**config.mk**
```make
export PLATFORM = sky130hd
export DESIGN_NAME = kmrl_seq_flat
export DESIGN_NICKNAME = d
export VERILOG_FILES = /design/src/hdl/key_map_rle_text_loader_top_assert.svh /design/src/hdl/kmrl_pkg.sv /design/src/hdl/kmrl_ifs.sv /design/src/hdl/kmrl_seq.sv /design/src/flat_wrapper.sv
export SDC_FILE = /design/constraint.sdc
export NUM_CORES = 1
export LEC_CHECK = 0
export ABC_AREA = 1
export BUFFER_PORTS_ARGS = -buffer_cell sky130_fd_sc_hd__buf_2
export CAP_MARGIN = 20
export CORE_MARGIN = 4
export CORE_UTILIZATION = 65
export CTS_BUF_LIST = sky130_fd_sc_hd__clkbuf_2 sky130_fd_sc_hd__clkbuf_4 sky130_fd_sc_hd__clkbuf_8
export DETAILED_ROUTE_END_ITERATION = 12
export GPL_TIMING_DRIVEN = 1
export PLACE_DENSITY_LB_ADDON = 0.2
export SLEW_MARGIN = 20
export SYNTH_ARGS = -nofsm -noshare
export SYNTH_HDL_FRONTEND = slang
export SYNTH_SLANG_ARGS = --single-unit
```
**constraint.sdc**
```tcl
create_clock -name clk -period 8 [get_ports clk]
set_clock_uncertainty 0.1 [all_clocks]
set_input_delay 0.8 -clock clk [delete_from_list [all_inputs] [get_ports clk]]
set_output_delay 0.8 -clock clk [all_outputs]
set_load 0.03 [all_outputs]
```
**src/hdl/key_map_rle_text_loader_top_assert.svh**
```systemverilog
// assertion macros for the key map loader top level
// expects clk and rst to be visible where a macro is used
`ifndef KEY_MAP_RLE_TEXT_LOADER_TOP_ASSERT_SVH
`define KEY_MAP_RLE_TEXT_LOADER_TOP_ASSERT_SVH

// same-cycle implication
`define KMRL_ASSERT_NOW(lbl, ante, cons, msg) \
  lbl: assert property (@(posedge clk) disable iff (rst) (ante) |-> (cons)) \
    else $error(msg);

// next-cycle implication
`define KMRL_ASSERT_NEXT(lbl, ante, cons, msg) \
  lbl: assert property (@(posedge clk) disable iff (rst) (ante) |=> (cons)) \
    else $error(msg);

`endif

```
**src/hdl/kmrl_pkg.sv**
```systemverilog
// shared types and constants of the key map loader
// no dependencies
`default_nettype none

package kmrl_pkg;

  localparam int TABLE_KEYS       = 2048;
  // default mapping splits the index by shift and mask, so this stays a power of two
  localparam int KEYS_PER_CHANNEL = 128;
  localparam int ADDR_W           = $clog2(TABLE_KEYS);
  localparam int KEY_SHIFT        = $clog2(KEYS_PER_CHANNEL);
  // sum of chunk start, position and run offset
  localparam int RUN_ADDR_W       = 18;

  localparam logic [7:0] CH_END   = 8'h00;
  localparam logic [7:0] CH_SPACE = 8'h20;
  localparam logic [7:0] CH_PLUS  = 8'h2B;
  localparam logic [7:0] CH_COMMA = 8'h2C;
  localparam logic [7:0] CH_SLASH = 8'h2F;
  localparam logic [7:0] CH_ZERO  = 8'h30;
  localparam logic [7:0] CH_NINE  = 8'h39;
  localparam logic [7:0] CH_COLON = 8'h3A;

  localparam logic MODE_TEXT   = 1'b0;
  localparam logic MODE_LOOKUP = 1'b1;

  localparam logic KIND_LOOKUP = 1'b0;
  localparam logic KIND_DONE   = 1'b1;

  typedef struct packed {
    logic       flag;
    logic [6:0] key;
    logic [6:0] chan;
  } entry_t;

  typedef struct packed {
    logic              en;
    logic [ADDR_W-1:0] addr;
    entry_t            data;
  } wr_t;

  typedef struct packed {
    logic       valid;
    logic       kind;
    logic [6:0] key;
    logic [6:0] chan;
    logic       ov;
    logic       dropped;
  } res_t;

  typedef struct packed {
    logic clearing;
    logic running;
  } stat_t;

endpackage

`default_nettype wire

```
**src/hdl/kmrl_ifs.sv**
```systemverilog
// request and result channel interfaces of the key map loader
// no dependencies
`default_nettype none

interface kmrl_req_if;
  logic        valid;
  logic        ready;
  logic        mode;
  logic [7:0]  char_code;
  logic [10:0] lookup_index;

  modport source (output valid, mode, char_code, lookup_index, input ready);
  modport sink (input valid, mode, char_code, lookup_index, output ready);
endinterface


`default_nettype wire

```
**src/hdl/kmrl_seq.sv**
```systemverilog
// parser sequencer: text parsing, run expansion, table clearing and lookups
// depends on kmrl_pkg and kmrl_ifs
`default_nettype none

module kmrl_seq
  import kmrl_pkg::*;
(
  input  wire logic              clk,
  input  wire logic              rst,
  kmrl_req_if.sink               request,
  input  wire logic              out_free,
  input  wire entry_t            rd_data,
  output wr_t                    wr,
  output logic                   rd_en,
  output logic [ADDR_W-1:0]      rd_addr,
  output res_t                   res,
  output stat_t                  stat
);

  localparam logic [2:0] S_CLEAR = 3'd0;
  localparam logic [2:0] S_IDLE  = 3'd1;
  localparam logic [2:0] S_CHAR  = 3'd2;
  localparam logic [2:0] S_RUN   = 3'd3;
  localparam logic [2:0] S_FIN   = 3'd4;
  localparam logic [2:0] S_LOOK  = 3'd5;

  logic [2:0]            state, state_next;
  logic [ADDR_W-1:0]     clr_addr, clr_addr_next;
  logic                  pend, pend_next;
  logic                  dirty, dirty_next;
  logic                  starting, starting_next;
  logic                  drop, drop_next;
  logic [15:0]           acc, acc_next;
  logic [15:0]           start, start_next;
  logic [15:0]           pos, pos_next;
  logic [15:0]           run_len, run_len_next;
  logic [6:0]            last_key, last_key_next;
  logic [6:0]            last_chan, last_chan_next;

  logic [7:0]            chr;
  logic [10:0]           idx;
  logic [RUN_ADDR_W-1:0] run_addr, run_addr_next;
  logic [15:0]           run_cnt, run_cnt_next;

  logic [RUN_ADDR_W-1:0] base;
  logic                  put_req;
  logic [RUN_ADDR_W-1:0] put_addr;
  logic [6:0]            put_key, put_chan;
  logic [15:0]           acc_x10;
  logic [15:0]           adv;
  logic [16:0]           pos_sum;
  logic [6:0]            step_key, step_chan;
  logic [6:0]            dflt_key, dflt_chan;
  logic                  idx_ok;
  logic                  accept;

  assign accept  = request.valid && request.ready;
  assign base    = RUN_ADDR_W'(start) + RUN_ADDR_W'(pos);
  assign acc_x10 = {acc[12:0], 3'b000} + {acc[14:0], 1'b0};
  assign adv     = (run_len != 16'd0) ? run_len : 16'd1;
  assign pos_sum = 17'(pos) + 17'(adv);
  assign rd_addr = ADDR_W'(request.lookup_index);

  // one default step: key wraps into the next channel
  always_comb begin
    if (({1'b0, last_key} + 8'd1) >= 8'(KEYS_PER_CHANNEL)) begin
      step_key  = 7'd0;
      step_chan = last_chan + 7'd1;
    end else begin
      step_key  = last_key + 7'd1;
      step_chan = last_chan;
    end
  end

  assign dflt_key  = 7'(idx & 11'(KEYS_PER_CHANNEL - 1));
  assign dflt_chan = 7'((idx >> KEY_SHIFT) + 11'd1);
  assign idx_ok    = 32'(idx) < TABLE_KEYS;

  assign stat.clearing = (state == S_CLEAR);
  assign stat.running  = (state == S_RUN);

  always_comb begin
    state_next     = state;
    clr_addr_next  = clr_addr;
    pend_next      = pend;
    dirty_next     = dirty;
    starting_next  = starting;
    drop_next      = drop;
    acc_next       = acc;
    start_next     = start;
    pos_next       = pos;
    run_len_next   = run_len;
    last_key_next  = last_key;
    last_chan_next = last_chan;
    run_addr_next  = run_addr;
    run_cnt_next   = run_cnt;
    put_req        = 1'b0;
    put_addr       = base;
    put_key        = last_key;
    put_chan       = last_chan;
    wr             = '0;
    rd_en          = 1'b0;
    res            = '0;
    request.ready  = 1'b0;

    case (state)
      S_CLEAR: begin
        wr.en   = 1'b1;
        wr.addr = clr_addr;
        if (clr_addr == ADDR_W'(TABLE_KEYS - 1)) begin
          clr_addr_next = '0;
          dirty_next    = 1'b0;
          pend_next     = 1'b0;
          state_next    = pend ? S_CHAR : S_IDLE;
        end else begin
          clr_addr_next = clr_addr + ADDR_W'(1);
        end
      end
      S_IDLE: begin
        request.ready = 1'b1;
        if (request.valid) begin
          if (request.mode == MODE_LOOKUP) begin
            rd_en      = 1'b1;
            state_next = S_LOOK;
          end else begin
            state_next = S_CHAR;
          end
        end
      end
      S_CHAR: begin
        if (starting) begin
          // first character of a string: wipe overrides and parser state
          starting_next  = 1'b0;
          drop_next      = 1'b0;
          acc_next       = '0;
          start_next     = '0;
          pos_next       = '0;
          run_len_next   = '0;
          last_key_next  = '0;
          last_chan_next = '0;
          if (dirty) begin
            pend_next  = 1'b1;
            state_next = S_CLEAR;
          end
        end else if (chr >= CH_ZERO && chr <= CH_NINE) begin
          acc_next   = acc_x10 + 16'(chr - CH_ZERO);
          state_next = S_IDLE;
        end else if (chr == CH_COLON) begin
          start_next = acc;
          acc_next   = '0;
          state_next = S_IDLE;
        end else if (chr == CH_SLASH) begin
          last_key_next = acc[6:0];
          acc_next      = '0;
          state_next    = S_IDLE;
        end else if (chr == CH_PLUS) begin
          run_len_next = acc;
          acc_next     = '0;
          state_next   = S_IDLE;
        end else if (chr == CH_COMMA || chr == CH_SPACE || chr == CH_END) begin
          acc_next = '0;
          if (run_len != 16'd0) begin
            run_addr_next = base;
            run_cnt_next  = run_len;
            state_next    = S_RUN;
          end else begin
            last_chan_next = acc[6:0];
            put_req        = (acc[6:0] != 7'd0);
            put_chan       = acc[6:0];
            state_next     = S_FIN;
          end
        end else begin
          state_next = S_IDLE;
        end
      end
      S_RUN: begin
        last_key_next  = step_key;
        last_chan_next = step_chan;
        put_req        = 1'b1;
        put_addr       = run_addr;
        put_key        = step_key;
        put_chan       = step_chan;
        run_addr_next  = run_addr + RUN_ADDR_W'(1);
        run_cnt_next   = run_cnt - 16'd1;
        if (run_cnt == 16'd1) begin
          state_next = S_FIN;
        end
      end
      S_FIN: begin
        run_len_next = '0;
        if (chr == CH_COMMA) begin
          pos_next   = pos_sum[16] ? 16'hFFFF : pos_sum[15:0];
          state_next = S_IDLE;
        end else begin
          pos_next = '0;
          if (chr != CH_END) begin
            state_next = S_IDLE;
          end else if (out_free) begin
            res.valid     = 1'b1;
            res.kind      = KIND_DONE;
            res.dropped   = drop;
            starting_next = 1'b1;
            state_next    = S_IDLE;
          end
        end
      end
      S_LOOK: begin
        if (out_free) begin
          res.valid = 1'b1;
          res.kind  = KIND_LOOKUP;
          if (idx_ok && rd_data.flag) begin
            res.key  = rd_data.key;
            res.chan = rd_data.chan;
            res.ov   = (rd_data.key != dflt_key) || (rd_data.chan != dflt_chan);
          end else begin
            res.key  = dflt_key;
            res.chan = dflt_chan;
          end
          state_next = S_IDLE;
        end
      end
      default: begin
        state_next = S_IDLE;
      end
    endcase

    // shared range check for every table write of the parser
    if (put_req) begin
      if (put_addr < RUN_ADDR_W'(TABLE_KEYS)) begin
        wr.en      = 1'b1;
        wr.addr    = ADDR_W'(put_addr);
        wr.data    = '{flag: 1'b1, key: put_key, chan: put_chan};
        dirty_next = 1'b1;
      end else begin
        drop_next = 1'b1;
      end
    end
  end

  always_ff @(posedge clk) begin
    if (rst) begin
      state     <= S_CLEAR;
      clr_addr  <= '0;
      pend      <= 1'b0;
      dirty     <= 1'b0;
      starting  <= 1'b1;
      drop      <= 1'b0;
      acc       <= '0;
      start     <= '0;
      pos       <= '0;
      run_len   <= '0;
      last_key  <= '0;
      last_chan <= '0;
    end else begin
      state     <= state_next;
      clr_addr  <= clr_addr_next;
      pend      <= pend_next;
      dirty     <= dirty_next;
      starting  <= starting_next;
      drop      <= drop_next;
      acc       <= acc_next;
      start     <= start_next;
      pos       <= pos_next;
      run_len   <= run_len_next;
      last_key  <= last_key_next;
      last_chan <= last_chan_next;
    end
  end

  always_ff @(posedge clk) begin
    if (accept) begin
      chr <= request.char_code;
      idx <= request.lookup_index;
    end
    run_addr <= run_addr_next;
    run_cnt  <= run_cnt_next;
  end

endmodule

`default_nettype wire

```
**src/flat_wrapper.sv**
```systemverilog
// flat-port wrapper written by rule: the top's interface ports become plain ports
module kmrl_seq_flat import kmrl_pkg::*;
  (clk, rst, out_free, rd_data, wr, rd_en, rd_addr, res, stat, request_valid, request_mode, request_char_code, request_lookup_index, request_ready);
  kmrl_req_if request_i ();
  input  wire logic clk;
  input  wire logic rst;
  input  wire logic out_free;
  input  wire entry_t rd_data;
  output wr_t wr;
  output logic rd_en;
  output logic [ADDR_W-1:0] rd_addr;
  output res_t res;
  output stat_t stat;
  input wire logic [$bits(request_i.valid)-1:0] request_valid;
  input wire logic [$bits(request_i.mode)-1:0] request_mode;
  input wire logic [$bits(request_i.char_code)-1:0] request_char_code;
  input wire logic [$bits(request_i.lookup_index)-1:0] request_lookup_index;
  output wire logic [$bits(request_i.ready)-1:0] request_ready;
  assign request_i.valid = request_valid;
  assign request_i.mode = request_mode;
  assign request_i.char_code = request_char_code;
  assign request_i.lookup_index = request_lookup_index;
  assign request_ready = request_i.ready;
  kmrl_seq u_core (.clk(clk), .rst(rst), .request(request_i), .out_free(out_free), .rd_data(rd_data), .wr(wr), .rd_en(rd_en), .rd_addr(rd_addr), .res(res), .stat(stat));
endmodule
```
==> metrics.txt <==
Compound-Gate Fraction of Synth Area=15.1%; WS Path Type=reg -> out; CTS tree=yes; PD cells=138 nW/um2; Leakage=5.40 nW; Syn Area/Cell=6.87 um2; Hold Vio Cnt, Final=0; post-CTS setup buffer count=0; Detailed Place HPWL=22,200 um; die area=18,800 um2; TNS Setup=0 ps; Min-Delay Path Class=reg -> reg; post-layout net count=1,748; Rel. slew slack=30.0%; total of max-cap violations=0; most common cell in the netlist=nand2_1; Setup violations, final=0; multiplexer area fraction after synthesis=0%; largest net degree at the start of global routing=81; GRT Util Overall=31.3%; critical-path cell list=nand3_2 -> buf_4 -> nand2_1 -> inv_1 -> a21oi_1 -> nand2_2 -> nor2_4 -> nand3_2 -> nor2_4 -> nand2_1 -> nand2_1 -> buf_2; R2R Setup Slk=4370 ps; CTS sink count=149; routed via count=10.9k; largest cells by area after synthesis=dfxtp_1 (18%), edfxtp_1 (15%), nand2_1 (14%); H-tree Lvls=4; GR Overflow Total=0; Core ar.=16,100 um2; DIE HEIGHT=137 um; Yosys cell types=54; Worst IR Drop VDD=0.0939 mV; Worst Max-Slew Pin Slew=1050 ps; Top Ports=99; Synth area leader=dfxtp_1; post-synthesis simple-gate area fraction=30.4%; Post-Syn Area=10,900 um2; post-synthesis cell count=1,579; Post-Synth XOR/XNOR Area=2.83%; PortBufs=98; diode count=0; final wirelength=29,200 um; fin. max-slew vios=0; CP max-delay cell=dfxtp_1; DRT antenna net count=0; Post-synth top cells=nand2_1 (412), inv_1 (190), nor2_1 (140); syn_nets=1,690; drt initial violations=1,092; most common flop cell mapped by yosys=dfxtp_1; DRC=0; worst reg2reg path startpoint=u_core.chr[4]; Die X=137 um; Pre-antenna DRT Iters=9; worst reg2reg endpoint=u_core.acc[13]; clock latency on the worst-skew pair=470 ps; CTS Hold Bufs=0; CP max FO=56; Num CTS Buffers=17; Setup crit start kind=register; crit path capture type=output port; Most common cell on crit path=nand2_1; Hold Crit Depth=2; fmax=249 MHz; GP Congestion=1.03; worst hold slack=387 ps; status=finished, final reports clean; Rows=46; unrepaired setup endpoints after global routing=no; PostCTS Resize Cnt=0; first-pass GRT wire length=47,600 um; layout cell share with drive strength beyond 1=11.5%; vias in the first global route=10.0k; initial antenna violation count=0; Req. time, crit path=7100 ps; Hold Path Sink=u_core.start[4]; delay of the slowest critical-path stage=500 ps; Syn. warnings=0; fraction of registers with async set/reset=0%; largest family of logic cells by synthesized area=simple AND/OR/NAND/NOR gates; Yosys reg bits=149; Seq/Total Area, Yosys=32.4%; Min-Delay Startpoint=u_core.start[4]; period utilisation layout=50.3%; Area Growth Syn to Fin=8.54%; Reg2Reg Depth=13; CTS Buffer Depth=2; WL per Instance=15.7 um; min Tclk post-route=4020 ps; Reg clk slew, reported paths=80 ps; vias per inst=5.82; post-synth top area share=17.7%; Starting Density=67.3%; EDFF count, synth=53; clk root buf=clkbuf_8; Design Power=1.63 mW; Critical Path AT=3120 ps; adder-cell share of the synthesized area=9.34%
per-stage QoR:
step	instance area [um2]	cells	setup slack [ps]	util, %
final	11800	1866	3980	73.1
after global routing	11800	1866	3630	73.1
after CTS	11800	1865	3960	72.9
after detailed placement	11300	1833	4410	70.4
after global placement	11300	1833	4440	70.4
after floorplan	10900	1579	4560	-
worst max-delay path by stage:
stage | startpoint | slack (ps) | endpoint | cells after the start
2_1_floorplan | u_core.chr[4] | 4560 | u_core.run_addr[0] | 8
3_3_place_gp | u_core.chr[4] | 4440 | u_core.acc[13] | 13
3_5_place_dp | u_core.chr[4] | 4410 | u_core.acc[13] | 13
4_1_cts | u_core.pos[0] | 3960 | wr[17] | 18
5_1_grt | u_core.pos[0] | 3630 | wr[19] | 18
6_report | u_core.state[1] | 3980 | wr[17] | 12
power breakdown:
group          total [mW]  switching (mW)  internal (mW)
Clock               0.620           0.306          0.314
Sequential          0.820          0.0180          0.802
Combinational       0.190           0.132         0.0574
Total                1.63           0.456           1.17
cells in the final DEF (no fill, tap or decap), types with 3 or more instances in the layout:
cell type and instances:
edfxtp_1 53, buf_4 5, a21o_1 6, o21ai_0 81, nor3_1 24, xnor2_1 11, clkinv_1 3, o21bai_1 8
fa_1 15, nor4_1 6, o31ai_1 5, dfxtp_1 96, ha_1 57, bufinv_16 3, inv_1 190, o211ai_1 5
clkbuf_8 17, nand4_1 27, xor2_1 24, or2_2 11, o21ai_1 6, nand2_2 5, buf_2 98, nand3_2 3
o22ai_1 11, nor2_4 5, nand3b_1 3, nand3_1 102, nor2_1 140, a31oi_1 18, nand2_1 412, nor2_2 10
inv_2 11, a211oi_1 6, a21oi_1 137
logic make-up after synthesis:
logic type      count (synthesis)
fa+ha+maj                      72
simple gates                  760
buf+inv                       267
xor+xnor                       35
flops                         149
compound gates                296
routing by layer:
metal,vias to the layer above,GRT usage (%),wire (um)
li1,5310,-,-
met1,4887,41.9,12000
met2,566,51.3,13700
met3,92,5.19,2610
met4,0,11.4,894
met5,-,0,0
worst max-delay path, delay by kind of cell (launching register included):
kind | cells | cell delay [ps]
compound gates | 1 | 160
simple gates | 8 | 1250
buf+inv | 3 | 720
flops | 1 | 500
registers in the layout, summed over array words and instances (netlist names):
name and flops:
u_core.start 16, u_core.dirty 1, u_core.clr_addr 11, u_core.pend 1, u_core.run_len 16, u_core.state 3
u_core.run_cnt 16, u_core.drop 1, u_core.pos 16, u_core.idx 11, u_core.last_chan 7, u_core.last_key 7
u_core.run_addr 18, u_core.starting 1, u_core.acc 16, u_core.chr 8
cell type report:
type	instances	area [um2]
flip-flops and latches	149	3510
repair buffers	104	556
clock inverters	13	156
clock buffers	19	249
multi-input cells	1163	6270
well taps	216	270
fillers	1342	4340
inverters	202	759
(Power assumes the default switching activity.)
